--- src/rtl/core/pjhr_pkg.sv ---
// ----------------------------------------------------------------------------
// pjhr_pkg: shared types and constants of the packet hold-and-release block
// Configuration layout, command words between front and back, state codes.
// ----------------------------------------------------------------------------
`default_nettype none

package pjhr_pkg;

  localparam int unsigned IDENT_W    = 32;
  localparam int unsigned NUMBER_W   = 32;
  localparam int unsigned DRAW_W     = 31;
  localparam int unsigned INTERVAL_W = 15;
  localparam int unsigned BURST_W    = 5;
  localparam int unsigned CFG_IDX_W  = 3;
  localparam int unsigned CFG_DATA_W = 15;
  localparam int unsigned VERDICT_W  = 2;

  // Number of restoring steps for a remainder of a draw word.
  localparam int unsigned DIV_STEPS  = 31;
  localparam int unsigned STEP_W     = 5;

  // Largest burst target that the position counter can hold.
  localparam int unsigned TARGET_MAX = 31;

  localparam int unsigned Q_DEPTH    = 2;
  localparam int unsigned Q_PTR_W    = 1;
  localparam int unsigned Q_CNT_W    = 2;

  localparam logic [CFG_IDX_W-1:0] REG_BURST_INTERVAL      = 3'd0;
  localparam logic [CFG_IDX_W-1:0] REG_MAX_BURST           = 3'd1;
  localparam logic [CFG_IDX_W-1:0] REG_FIXED_INTERVAL_MODE = 3'd2;
  localparam logic [CFG_IDX_W-1:0] REG_FIXED_LENGTH_MODE   = 3'd3;
  localparam logic [CFG_IDX_W-1:0] REG_REVERSE_RELEASE     = 3'd4;

  localparam logic [INTERVAL_W-1:0] RST_BURST_INTERVAL = 15'd100;
  localparam logic [BURST_W-1:0]    RST_MAX_BURST      = 5'd4;

  localparam logic [VERDICT_W-1:0] VERDICT_PASS    = 2'd0;
  localparam logic [VERDICT_W-1:0] VERDICT_HOLD    = 2'd1;
  localparam logic [VERDICT_W-1:0] VERDICT_RELEASE = 2'd2;

  typedef enum logic [1:0] {
    PH_IDLE,
    PH_ACTIVE,
    PH_STOP
  } phase_t;

  typedef enum logic [1:0] {
    CMD_PASS,
    CMD_HOLD,
    CMD_RELEASE
  } cmd_kind_t;

  typedef enum logic [1:0] {
    F_IDLE,
    F_DIV,
    F_PUSH
  } front_state_t;

  typedef enum logic [2:0] {
    B_IDLE,
    B_PASS,
    B_HOLD,
    B_REL,
    B_DRAIN
  } back_state_t;

  typedef struct packed {
    logic [INTERVAL_W-1:0] burst_interval;
    logic [BURST_W-1:0]    max_burst;
    logic                  fixed_interval_mode;
    logic                  fixed_length_mode;
    logic                  reverse_release;
  } cfg_t;

  typedef struct packed {
    cmd_kind_t            kind;
    logic [IDENT_W-1:0]   ident;
    logic [BURST_W-1:0]   pos;
    logic                 reverse;
  } cmd_t;

  typedef struct packed {
    logic empty;
    logic full;
  } q_status_t;

endpackage

`default_nettype wire

--- src/rtl/core/pjhr_ram.sv ---
// ----------------------------------------------------------------------------
// pjhr_ram: generic single-port-write, single-port-read RAM
// One write and one registered read per cycle.
// ----------------------------------------------------------------------------
`default_nettype none

module pjhr_ram #(
  parameter int unsigned WIDTH = 32,
  parameter int unsigned DEPTH = 32
) (
  input  wire logic                     clk,
  input  wire logic                     we,
  input  wire logic [$clog2(DEPTH)-1:0] waddr,
  input  wire logic [WIDTH-1:0]         wdata,
  input  wire logic [$clog2(DEPTH)-1:0] raddr,
  output logic      [WIDTH-1:0]         rdata
);

  logic [WIDTH-1:0] mem_r [DEPTH];
  logic [WIDTH-1:0] rdata_r;

  always_ff @(posedge clk) begin
    if (we) begin
      mem_r[waddr] <= wdata;
    end
    rdata_r <= mem_r[raddr];
  end

  assign rdata = rdata_r;

endmodule

`default_nettype wire

--- src/rtl/core/pjhr_front.sv ---
// ----------------------------------------------------------------------------
// pjhr_front: word intake and burst classification
// Takes remainders of the draw words bit-serially, tracks the burst phase and
// turns each word into one command for the back end.
// ----------------------------------------------------------------------------
`default_nettype none

module pjhr_front #(
  parameter int unsigned HOLD_DEPTH = 32
) (
  input  wire logic                             clk,
  input  wire logic                             rst_n,
  input  wire logic                             accept,
  input  wire logic [pjhr_pkg::IDENT_W-1:0]     packet_ident,
  input  wire logic [pjhr_pkg::NUMBER_W-1:0]    packet_number,
  input  wire logic [pjhr_pkg::DRAW_W-1:0]      trigger_draw,
  input  wire logic [pjhr_pkg::DRAW_W-1:0]      length_draw,
  input  wire pjhr_pkg::cfg_t                   cfg,
  input  wire pjhr_pkg::q_status_t              q_status,
  output logic                                  busy,
  output logic                                  push,
  output pjhr_pkg::cmd_t                        cmd
);

  localparam int unsigned LIM_I =
    (HOLD_DEPTH - 1 < pjhr_pkg::TARGET_MAX) ? HOLD_DEPTH - 1 : pjhr_pkg::TARGET_MAX;
  localparam logic [pjhr_pkg::BURST_W:0] LIM = (pjhr_pkg::BURST_W + 1)'(LIM_I);

  pjhr_pkg::front_state_t state_r, state_nxt;
  pjhr_pkg::phase_t       phase_r, phase_nxt;
  logic [pjhr_pkg::BURST_W-1:0]    hold_pos_r, hold_pos_nxt;
  logic [pjhr_pkg::BURST_W-1:0]    target_r, target_nxt;
  logic [pjhr_pkg::NUMBER_W-1:0]   end_count_r, end_count_nxt;
  logic [pjhr_pkg::IDENT_W-1:0]    ident_r, ident_nxt;
  logic [pjhr_pkg::NUMBER_W-1:0]   number_r, number_nxt;
  logic [pjhr_pkg::DRAW_W-1:0]     tdiv_r, tdiv_nxt;
  logic [pjhr_pkg::DRAW_W-1:0]     ldiv_r, ldiv_nxt;
  logic [pjhr_pkg::INTERVAL_W-1:0] trem_r, trem_nxt;
  logic [pjhr_pkg::BURST_W-1:0]    lrem_r, lrem_nxt;
  logic [pjhr_pkg::STEP_W-1:0]     step_r, step_nxt;

  logic [pjhr_pkg::INTERVAL_W:0]   t_shift;
  logic [pjhr_pkg::INTERVAL_W:0]   t_step;
  logic [pjhr_pkg::BURST_W:0]      l_shift;
  logic [pjhr_pkg::BURST_W:0]      l_step;
  logic [pjhr_pkg::NUMBER_W-1:0]   gap;
  logic                            fire;
  logic [pjhr_pkg::BURST_W:0]      raw_target;
  logic [pjhr_pkg::BURST_W-1:0]    new_target;

  // One restoring step per cycle for both remainders.
  always_comb begin
    t_shift = {trem_r, tdiv_r[pjhr_pkg::DRAW_W-1]};
    if (t_shift >= {1'b0, cfg.burst_interval}) begin
      t_step = t_shift - {1'b0, cfg.burst_interval};
    end else begin
      t_step = t_shift;
    end
    l_shift = {lrem_r, ldiv_r[pjhr_pkg::DRAW_W-1]};
    if (l_shift >= {1'b0, cfg.max_burst}) begin
      l_step = l_shift - {1'b0, cfg.max_burst};
    end else begin
      l_step = l_shift;
    end
  end

  always_comb begin
    gap = number_r - end_count_r;
    if (cfg.fixed_interval_mode) begin
      fire = gap >= {{(pjhr_pkg::NUMBER_W - pjhr_pkg::INTERVAL_W){1'b0}}, cfg.burst_interval};
    end else begin
      fire = (cfg.burst_interval == '0) || (trem_r == '0);
    end
    if (cfg.fixed_length_mode) begin
      raw_target = {1'b0, cfg.max_burst};
    end else if (cfg.max_burst == '0) begin
      raw_target = (pjhr_pkg::BURST_W + 1)'(1);
    end else begin
      raw_target = {1'b0, lrem_r} + (pjhr_pkg::BURST_W + 1)'(1);
    end
    if (raw_target > LIM) begin
      new_target = LIM[pjhr_pkg::BURST_W-1:0];
    end else begin
      new_target = raw_target[pjhr_pkg::BURST_W-1:0];
    end
  end

  always_comb begin
    state_nxt = state_r;
    case (state_r)
      pjhr_pkg::F_IDLE: begin
        if (accept) begin
          state_nxt = (phase_r == pjhr_pkg::PH_IDLE) ? pjhr_pkg::F_DIV : pjhr_pkg::F_PUSH;
        end
      end
      pjhr_pkg::F_DIV: begin
        if (step_r == pjhr_pkg::STEP_W'(pjhr_pkg::DIV_STEPS - 1)) begin
          state_nxt = pjhr_pkg::F_PUSH;
        end
      end
      pjhr_pkg::F_PUSH: begin
        if (!q_status.full) begin
          state_nxt = pjhr_pkg::F_IDLE;
        end
      end
      default: state_nxt = pjhr_pkg::F_IDLE;
    endcase
  end

  always_comb begin
    push          = 1'b0;
    cmd.kind      = pjhr_pkg::CMD_PASS;
    cmd.ident     = ident_r;
    cmd.pos       = hold_pos_r;
    cmd.reverse   = cfg.reverse_release;
    phase_nxt     = phase_r;
    hold_pos_nxt  = hold_pos_r;
    target_nxt    = target_r;
    end_count_nxt = end_count_r;
    ident_nxt     = ident_r;
    number_nxt    = number_r;
    tdiv_nxt      = tdiv_r;
    ldiv_nxt      = ldiv_r;
    trem_nxt      = trem_r;
    lrem_nxt      = lrem_r;
    step_nxt      = step_r;
    case (state_r)
      pjhr_pkg::F_IDLE: begin
        if (accept) begin
          ident_nxt  = packet_ident;
          number_nxt = packet_number;
          tdiv_nxt   = trigger_draw;
          ldiv_nxt   = length_draw;
          trem_nxt   = '0;
          lrem_nxt   = '0;
          step_nxt   = '0;
        end
      end
      pjhr_pkg::F_DIV: begin
        tdiv_nxt = {tdiv_r[pjhr_pkg::DRAW_W-2:0], 1'b0};
        ldiv_nxt = {ldiv_r[pjhr_pkg::DRAW_W-2:0], 1'b0};
        trem_nxt = t_step[pjhr_pkg::INTERVAL_W-1:0];
        lrem_nxt = l_step[pjhr_pkg::BURST_W-1:0];
        step_nxt = step_r + pjhr_pkg::STEP_W'(1);
      end
      pjhr_pkg::F_PUSH: begin
        case (phase_r)
          pjhr_pkg::PH_IDLE: begin
            if (fire) begin
              cmd.kind   = pjhr_pkg::CMD_HOLD;
              cmd.pos    = '0;
              target_nxt = new_target;
              if (new_target == '0) begin
                hold_pos_nxt  = '0;
                end_count_nxt = number_r;
                phase_nxt     = pjhr_pkg::PH_STOP;
              end else begin
                hold_pos_nxt = pjhr_pkg::BURST_W'(1);
                phase_nxt    = pjhr_pkg::PH_ACTIVE;
              end
            end
          end
          pjhr_pkg::PH_ACTIVE: begin
            cmd.kind = pjhr_pkg::CMD_HOLD;
            if (hold_pos_r >= target_r) begin
              end_count_nxt = number_r;
              phase_nxt     = pjhr_pkg::PH_STOP;
            end else begin
              hold_pos_nxt = hold_pos_r + pjhr_pkg::BURST_W'(1);
            end
          end
          pjhr_pkg::PH_STOP: begin
            cmd.kind  = pjhr_pkg::CMD_RELEASE;
            phase_nxt = pjhr_pkg::PH_IDLE;
          end
          default: phase_nxt = pjhr_pkg::PH_IDLE;
        endcase
        if (q_status.full) begin
          phase_nxt     = phase_r;
          hold_pos_nxt  = hold_pos_r;
          target_nxt    = target_r;
          end_count_nxt = end_count_r;
        end else begin
          push = 1'b1;
        end
      end
      default: ;
    endcase
  end

  always_ff @(posedge clk) begin
    if (!rst_n) begin
      state_r     <= pjhr_pkg::F_IDLE;
      phase_r     <= pjhr_pkg::PH_IDLE;
      hold_pos_r  <= '0;
      target_r    <= '0;
      end_count_r <= '0;
    end else begin
      state_r     <= state_nxt;
      phase_r     <= phase_nxt;
      hold_pos_r  <= hold_pos_nxt;
      target_r    <= target_nxt;
      end_count_r <= end_count_nxt;
    end
  end

  always_ff @(posedge clk) begin
    ident_r  <= ident_nxt;
    number_r <= number_nxt;
    tdiv_r   <= tdiv_nxt;
    ldiv_r   <= ldiv_nxt;
    trem_r   <= trem_nxt;
    lrem_r   <= lrem_nxt;
    step_r   <= step_nxt;
  end

  assign busy = (state_r != pjhr_pkg::F_IDLE);

endmodule

`default_nettype wire

--- src/rtl/core/pjhr_queue.sv ---
// ----------------------------------------------------------------------------
// pjhr_queue: short command queue between front and back
// Two entries, first in first out.
// ----------------------------------------------------------------------------
`default_nettype none

module pjhr_queue (
  input  wire logic                clk,
  input  wire logic                rst_n,
  input  wire logic                push,
  input  wire pjhr_pkg::cmd_t      push_cmd,
  input  wire logic                pop,
  output pjhr_pkg::cmd_t           pop_cmd,
  output pjhr_pkg::q_status_t      status
);

  pjhr_pkg::cmd_t mem_r [pjhr_pkg::Q_DEPTH];
  logic [pjhr_pkg::Q_PTR_W-1:0] wr_ptr_r, wr_ptr_nxt;
  logic [pjhr_pkg::Q_PTR_W-1:0] rd_ptr_r, rd_ptr_nxt;
  logic [pjhr_pkg::Q_CNT_W-1:0] count_r, count_nxt;
  logic                         do_push;
  logic                         do_pop;

  always_comb begin
    status.empty = (count_r == '0);
    status.full  = (count_r == pjhr_pkg::Q_CNT_W'(pjhr_pkg::Q_DEPTH));
    do_push      = push && !status.full;
    do_pop       = pop && !status.empty;
    wr_ptr_nxt   = do_push ? wr_ptr_r + pjhr_pkg::Q_PTR_W'(1) : wr_ptr_r;
    rd_ptr_nxt   = do_pop ? rd_ptr_r + pjhr_pkg::Q_PTR_W'(1) : rd_ptr_r;
    count_nxt    = count_r;
    if (do_push && !do_pop) begin
      count_nxt = count_r + pjhr_pkg::Q_CNT_W'(1);
    end else if (do_pop && !do_push) begin
      count_nxt = count_r - pjhr_pkg::Q_CNT_W'(1);
    end
  end

  always_ff @(posedge clk) begin
    if (!rst_n) begin
      wr_ptr_r <= '0;
      rd_ptr_r <= '0;
      count_r  <= '0;
    end else begin
      wr_ptr_r <= wr_ptr_nxt;
      rd_ptr_r <= rd_ptr_nxt;
      count_r  <= count_nxt;
    end
  end

  always_ff @(posedge clk) begin
    if (do_push) begin
      mem_r[wr_ptr_r] <= push_cmd;
    end
  end

  assign pop_cmd = mem_r[rd_ptr_r];

endmodule

`default_nettype wire

--- src/rtl/core/pjhr_back.sv ---
// ----------------------------------------------------------------------------
// pjhr_back: command execution and result generation
// Stores held identifiers, plays them back on release and emits the words.
// ----------------------------------------------------------------------------
`default_nettype none

module pjhr_back #(
  parameter int unsigned HOLD_DEPTH = 32
) (
  input  wire logic                             clk,
  input  wire logic                             rst_n,
  input  wire pjhr_pkg::q_status_t              q_status,
  input  wire pjhr_pkg::cmd_t                   q_cmd,
  output logic                                  pop,
  output logic                                  busy,
  output logic                                  out_strobe,
  output logic [pjhr_pkg::IDENT_W-1:0]          out_ident,
  output logic [pjhr_pkg::VERDICT_W-1:0]        out_verdict,
  output logic                                  out_last_of_run
);

  localparam int unsigned AW = $clog2(HOLD_DEPTH);

  pjhr_pkg::back_state_t        state_r, state_nxt;
  pjhr_pkg::cmd_t               cmd_r;
  logic [pjhr_pkg::BURST_W-1:0] idx_r;
  logic                         rd_pend_r;
  logic [pjhr_pkg::BURST_W-1:0] rd_pos;
  logic                         ram_we;
  logic [AW-1:0]                ram_waddr;
  logic [AW-1:0]                ram_raddr;
  logic [pjhr_pkg::IDENT_W-1:0] ram_rdata;

  pjhr_ram #(
    .WIDTH (pjhr_pkg::IDENT_W),
    .DEPTH (HOLD_DEPTH)
  ) u_hold_ram (
    .clk   (clk),
    .we    (ram_we),
    .waddr (ram_waddr),
    .wdata (cmd_r.ident),
    .raddr (ram_raddr),
    .rdata (ram_rdata)
  );

  always_comb begin
    state_nxt = state_r;
    case (state_r)
      pjhr_pkg::B_IDLE: begin
        if (!q_status.empty) begin
          case (q_cmd.kind)
            pjhr_pkg::CMD_PASS:    state_nxt = pjhr_pkg::B_PASS;
            pjhr_pkg::CMD_HOLD:    state_nxt = pjhr_pkg::B_HOLD;
            pjhr_pkg::CMD_RELEASE: state_nxt = pjhr_pkg::B_REL;
            default:               state_nxt = pjhr_pkg::B_IDLE;
          endcase
        end
      end
      pjhr_pkg::B_PASS:  state_nxt = pjhr_pkg::B_IDLE;
      pjhr_pkg::B_HOLD:  state_nxt = pjhr_pkg::B_IDLE;
      pjhr_pkg::B_REL: begin
        if (idx_r == cmd_r.pos) begin
          state_nxt = pjhr_pkg::B_DRAIN;
        end
      end
      pjhr_pkg::B_DRAIN: state_nxt = pjhr_pkg::B_PASS;
      default:           state_nxt = pjhr_pkg::B_IDLE;
    endcase
  end

  always_comb begin
    pop       = (state_r == pjhr_pkg::B_IDLE) && !q_status.empty;
    busy      = (state_r != pjhr_pkg::B_IDLE);
    rd_pos    = cmd_r.reverse ? cmd_r.pos - idx_r : idx_r;
    ram_raddr = AW'(rd_pos);
    ram_we    = (state_r == pjhr_pkg::B_HOLD);
    ram_waddr = AW'(cmd_r.pos);
    out_strobe = rd_pend_r || (state_r == pjhr_pkg::B_PASS) || (state_r == pjhr_pkg::B_HOLD);
    out_last_of_run = !rd_pend_r;
    if (rd_pend_r) begin
      out_ident   = ram_rdata;
      out_verdict = pjhr_pkg::VERDICT_RELEASE;
    end else begin
      out_ident   = cmd_r.ident;
      out_verdict = (state_r == pjhr_pkg::B_HOLD) ? pjhr_pkg::VERDICT_HOLD
                                                   : pjhr_pkg::VERDICT_PASS;
    end
  end

  always_ff @(posedge clk) begin
    if (!rst_n) begin
      state_r   <= pjhr_pkg::B_IDLE;
      rd_pend_r <= 1'b0;
    end else begin
      state_r   <= state_nxt;
      rd_pend_r <= (state_r == pjhr_pkg::B_REL);
    end
  end

  always_ff @(posedge clk) begin
    if (pop) begin
      cmd_r <= q_cmd;
      idx_r <= '0;
    end else if (state_r == pjhr_pkg::B_REL) begin
      idx_r <= idx_r + pjhr_pkg::BURST_W'(1);
    end
  end

endmodule

`default_nettype wire

--- src/rtl/core/packet_jitter_hold_and_release.sv ---
// ----------------------------------------------------------------------------
// packet_jitter_hold_and_release: burst hold-and-release impairment
// Holds bursts of packet descriptors and releases them in one run.
// ----------------------------------------------------------------------------
// A word is taken when start is high and busy is low; busy stays high until
// every result of that word has been shown. Results appear on out_strobe for
// one cycle each and cannot be held off. While no burst is running, a word
// goes through the 31-step bit-serial remainder unit that evaluates the
// trigger and length draws before its command is queued; during a burst
// that unit is skipped. The releasing word gives one result per cycle from
// the hold memory's registered read port.
// ----------------------------------------------------------------------------
`default_nettype none

module packet_jitter_hold_and_release #(
  parameter int unsigned HOLD_DEPTH = 32
) (
  input  wire logic                               clk,
  input  wire logic                               rst_n,
  input  wire logic                               start,
  output logic                                    busy,
  input  wire logic [pjhr_pkg::IDENT_W-1:0]       in_packet_ident,
  input  wire logic [pjhr_pkg::NUMBER_W-1:0]      in_packet_number,
  input  wire logic [pjhr_pkg::DRAW_W-1:0]        in_trigger_draw,
  input  wire logic [pjhr_pkg::DRAW_W-1:0]        in_length_draw,
  output logic                                    out_strobe,
  output logic [pjhr_pkg::IDENT_W-1:0]            out_ident,
  output logic [pjhr_pkg::VERDICT_W-1:0]          out_verdict,
  output logic                                    out_last_of_run,
  input  wire logic                               cfg_we,
  input  wire logic [pjhr_pkg::CFG_IDX_W-1:0]     cfg_index,
  input  wire logic [pjhr_pkg::CFG_DATA_W-1:0]    cfg_wdata
);

  pjhr_pkg::cfg_t      cfg_r, cfg_nxt;
  pjhr_pkg::q_status_t q_status;
  pjhr_pkg::cmd_t      push_cmd;
  pjhr_pkg::cmd_t      pop_cmd;
  logic                accept;
  logic                front_busy;
  logic                back_busy;
  logic                push;
  logic                pop;

  always_comb begin
    cfg_nxt = cfg_r;
    if (cfg_we) begin
      case (cfg_index)
        pjhr_pkg::REG_BURST_INTERVAL:
          cfg_nxt.burst_interval = cfg_wdata[pjhr_pkg::INTERVAL_W-1:0];
        pjhr_pkg::REG_MAX_BURST:
          cfg_nxt.max_burst = cfg_wdata[pjhr_pkg::BURST_W-1:0];
        pjhr_pkg::REG_FIXED_INTERVAL_MODE:
          cfg_nxt.fixed_interval_mode = cfg_wdata[0];
        pjhr_pkg::REG_FIXED_LENGTH_MODE:
          cfg_nxt.fixed_length_mode = cfg_wdata[0];
        pjhr_pkg::REG_REVERSE_RELEASE:
          cfg_nxt.reverse_release = cfg_wdata[0];
        default: ;
      endcase
    end
  end

  always_ff @(posedge clk) begin
    if (!rst_n) begin
      cfg_r.burst_interval      <= pjhr_pkg::RST_BURST_INTERVAL;
      cfg_r.max_burst           <= pjhr_pkg::RST_MAX_BURST;
      cfg_r.fixed_interval_mode <= 1'b0;
      cfg_r.fixed_length_mode   <= 1'b0;
      cfg_r.reverse_release     <= 1'b0;
    end else begin
      cfg_r <= cfg_nxt;
    end
  end

  assign busy   = front_busy || back_busy || !q_status.empty;
  assign accept = start && !busy;

  pjhr_front #(
    .HOLD_DEPTH (HOLD_DEPTH)
  ) u_front (
    .clk           (clk),
    .rst_n         (rst_n),
    .accept        (accept),
    .packet_ident  (in_packet_ident),
    .packet_number (in_packet_number),
    .trigger_draw  (in_trigger_draw),
    .length_draw   (in_length_draw),
    .cfg           (cfg_r),
    .q_status      (q_status),
    .busy          (front_busy),
    .push          (push),
    .cmd           (push_cmd)
  );

  pjhr_queue u_queue (
    .clk      (clk),
    .rst_n    (rst_n),
    .push     (push),
    .push_cmd (push_cmd),
    .pop      (pop),
    .pop_cmd  (pop_cmd),
    .status   (q_status)
  );

  pjhr_back #(
    .HOLD_DEPTH (HOLD_DEPTH)
  ) u_back (
    .clk             (clk),
    .rst_n           (rst_n),
    .q_status        (q_status),
    .q_cmd           (pop_cmd),
    .pop             (pop),
    .busy            (back_busy),
    .out_strobe      (out_strobe),
    .out_ident       (out_ident),
    .out_verdict     (out_verdict),
    .out_last_of_run (out_last_of_run)
  );

endmodule

`default_nettype wire

--- config.mk ---
export PLATFORM = sky130hd
export DESIGN_NAME = packet_jitter_hold_and_release
export DESIGN_NICKNAME = d
export VERILOG_FILES = /design/src/rtl/core/pjhr_pkg.sv /design/src/rtl/core/pjhr_ram.sv /design/src/rtl/core/pjhr_front.sv /design/src/rtl/core/pjhr_queue.sv /design/src/rtl/core/pjhr_back.sv /design/src/rtl/core/packet_jitter_hold_and_release.sv
export SDC_FILE = /design/constraint.sdc
export NUM_CORES = 2
export LEC_CHECK = 0
export BUFFER_PORTS_ARGS = -buffer_cell sky130_fd_sc_hd__buf_4
export CELL_PAD_IN_SITES_DETAIL_PLACEMENT = 0
export CELL_PAD_IN_SITES_GLOBAL_PLACEMENT = 1
export CORE_MARGIN = 3
export CORE_UTILIZATION = 50
export DETAILED_ROUTE_END_ITERATION = 8
export PLACE_DENSITY = 0.8
export REMOVE_ABC_BUFFERS = 1
export SYNTH_ARGS = -nofsm -noshare
export SYNTH_HDL_FRONTEND = slang
export SYNTH_SLANG_ARGS = --single-unit
--- constraint.sdc ---
create_clock -name clk -period 8.8 [get_ports clk]
set_input_delay 0.44 -clock clk [delete_from_list [all_inputs] [get_ports clk]]
set_output_delay 0.44 -clock clk [all_outputs]
set_load 0.03 [all_outputs]
==> results.md <==
- Max_cap viols: 0
- CP arrival: 5.70 ns
- CP peak stage delay: 0.58 ns
- H-tree levels: 4
- Core area: 113000 um^2
- Most instantiated cells after synthesis: edfxtp_1, nand2_1, mux4_2
- Synth-to-layout area growth: 16.8%
- DR WL/cell: 24.8 um
- Initial antenna violation count: 1
- Root buffer cell: clkbuf_16
- Final Skew: 0.0463 ns
- Fin worst setup slack: 3.74 ns
- Main combinational cell family by area after synthesis: multiplexers
- Die height: 345 um
- Final min period: 5.06 ns
- Worst path required time: 9.44 ns
- Clock insertion delay at the later pin of the skew report: 0.76 ns
- Post-DR vias/cell: 5.85
- Clock slew at reported path FFs: 0.06 ns
- Synth unique cells: 85
- WS Path Type: flip-flop to flip-flop
- Fin crit share: 0.575
- Syn Std Cell Area: 57400 um^2
- Post-route cell area: 67100 um^2
- Startpoint Class: flip-flop
- FF+latch area: between 40000 and 50000 um^2
- Total wire length: roughly 130 mm
- Hold Slack: between 0.06 and 0.07 ns
- First-pass GRT wire length: 198 mm
- Adder-cell share of the synthesized area: 0.0190
- Vias: 31261
- Nets: 3965
- Count leader, synth: edfxtp_1
- Top-Level Pins: 185
- Placement Setup Slack: between 3 and 4 ns
- Post-synthesis sequential area ratio: 0.716
- Hold Path Class: input port to flip-flop
- Post-synth top area share: 0.676
- CTS tree: built
- Mux share of post-synthesis cell area: 0.147
- Area taken by multi-input logic gates: ~16000 um^2
- I/O Buffers: 184
- Mapped Cells: 3354
- Crit path capture type: flip-flop
- Worst IR drop on VDD: 0.246 mV
- Placed cell area: 60900 um^2
- Synth Area per Inst: 17.1 um^2
- Initial drt markers: 3241
- Setup violators final: 0
- Chip width: 345 um
- Cell Chain, Critical Path: inv_1 -> ha_1 -> fa_1 -> nand2b_1 -> a21oi_1 -> nor4_2 -> o31a_1 -> xnor2_1 -> ha_1 -> a21o_1 -> a221oi_1 -> o2111ai_1 -> a211oi_1 -> nand3_1 -> or4_1 -> nor4_4 -> and2_4 -> o21ai_4 -> buf_4 -> o21a_1
- Power density cells: 311 nW/um^2
- Initial Utilization: 0.507
- Number of CTS-inserted buffers: 143
- DRT Pass-1 Iters: 7
- Worst slew margin: 0.146
- Xor/xnor share of the synthesized area: 0.00762
- Slew @ Worst Pin: roughly 1.3 ns
- Fin util: 0.592
- CTS sink cnt: around 1400
- Area contributors post-synth: edfxtp_1, mux4_2, dfxtp_1
- Seq cells post-synth: between 1000 and 1500
- # rows: 123
- Status: completed
- Fillers: 8304
- Pin count of the biggest net entering global routing: about 150
- YS warnings: 0
- Max-slew violation count: 0
- Vias in the first global route: 32072
- Overflow after GRT: 0
- Dpl cells: ~5000
- Leakage Power: 22.7 nW
- Simple-Gate Fraction of Synth Area: 0.0538
- # DRC: 0
- Placer Congestion: 0.867
- Non-Filler Instances: 5348
- Hold Fails Final Rpt: 0
- Unrepaired setup endpoints after global routing: no
- Crit-path slowest cell: or4_1
- Layout cell share with drive strength beyond 1: 0.238
- Post-DP HPWL: 71.0 mm
- # diodes: 0
- Die Footprint: 119000 um^2
- Crit path max fanout: 27
- Most used flip-flop cell after synthesis: edfxtp_1
- FMAX: 198 MHz
- Cell mode on critical path: ha_1
- Clk buf depth: 3
- Routed Antenna Nets: 0
- Synth Area in Compound Gates: 0.0397
- Asr flop ratio synth: 0
- EDFF count, synth: around 1300
- Gr usage total: 0.225
- Cell taking the most area after synthesis: edfxtp_1
-- metal layers --
layer	wire length [um]	GRT usage	vias up	part of all wire
met3	10200	0.0484	237	0.077
li1	-	-	13889	-
met4	3460	0.0688	0	0.026
met2	64200	0.366	1240	0.49
met1	54600	0.306	15895	0.41
met5	0	0	-	0
-- final cells by class --
cell class / instances / area share
Clock inverter: 67 / 0.0121
Clock buffer: 194 / 0.0585
Inverter: 94 / 0.00526
Multi-Input combinational cell: 1698 / 0.234
Tap cell: 1500 / 0.0280
Sequential cell: 1408 / 0.613
Timing Repair Buffer: 387 / 0.0490
-- worst paths after layout --
check	from	end	slack (ns)	cells past startpoint
hold reg to reg	u_front.ident_r[7]	u_queue.mem_r[1][13]	0.42	0
setup / recovery	u_front.number_r[0]	u_front.phase_r[1]	3.74	20
hold / removal	cfg_index[2]	cfg_r[0]	0.06	4
setup reg to reg	u_front.number_r[0]	u_front.phase_r[1]	3.74	20
-- worst max-delay path: cells and delay by family (launching register included) --
family	cells	cell delay [ns]
compound gates	8	1.76
simple gates	6	1.51
fa+ha+maj	3	0.81
buf+inv	2	0.35
xor+xnor	1	0.14
flops	1	0.34
-- power breakdown --
part	switching [W]	internal (W)	total, W
clock network	0.00255	0.00349	0.00604
registers	0.000605	0.00858	0.00918
logic	0.00318	0.00242	0.00560
-- what timing repair did --
action	4_1_cts	5_1_grt
hold endpoints to repair	149	0
hold buffers	141	0
setup buffers	0	0
gates resized for setup	0	0
-- metrics by stage --
stage               setup TNS, ns  power, W
finish                          0    0.0208
global route                    0    0.0218
CTS                             0    0.0210
detailed placement              0    0.0149
global placement                0    0.0148
floorplan                 -450.55    0.0143
-- placed cells by master (no fill, tap or decap), types with 37 or more instances in the layout --
cell	n
mux4_2	256
dlygate4sd3_1	141
dfxtp_1	113
mux2i_1	110
buf_4	244
a21oi_1	75
ha_1	81
nor2_1	81
nand2_1	402
clkbuf_1	39
edfxtp_1	1293
nand3_1	37
o21ai_0	105
clkbuf_16	146
inv_1	92
o211ai_1	46
mux2_2	137
-- registers in the layout, summed over array words and instances (netlist names), 5 cells and up, named ones only --
| register | cells |
|---|---|
| u_queue.mem_r | 80 |
| u_back.cmd_r | 33 |
| u_back.ram_waddr | 5 |
| u_front.step_r | 5 |
| u_front.ldiv_r | 31 |
| cfg_r | 23 |
| u_front.trem_r | 15 |
| u_front.lrem_r | 5 |
| u_front.ident_r | 32 |
| u_front.target_r | 5 |
| u_front.end_count_r | 32 |
| u_back.u_hold_ram.rdata | 32 |
| u_front.number_r | 32 |
| u_back.idx_r | 5 |
| u_front.tdiv_r | 31 |
| u_back.u_hold_ram.mem_r | 1024 |
| u_front.hold_pos_r | 5 |
-- kinds of logic after synthesis --
logic type                 Yosys count
AOI/OAI and AO/OA                  354
xor gates and xnor gates            50
adders and majority gates           85
buffers and inverters              248
DFF                               1408
muxes                              505
and+or+nand+nor                    704
No activity file was read; power rests on OpenSTA's default activity.
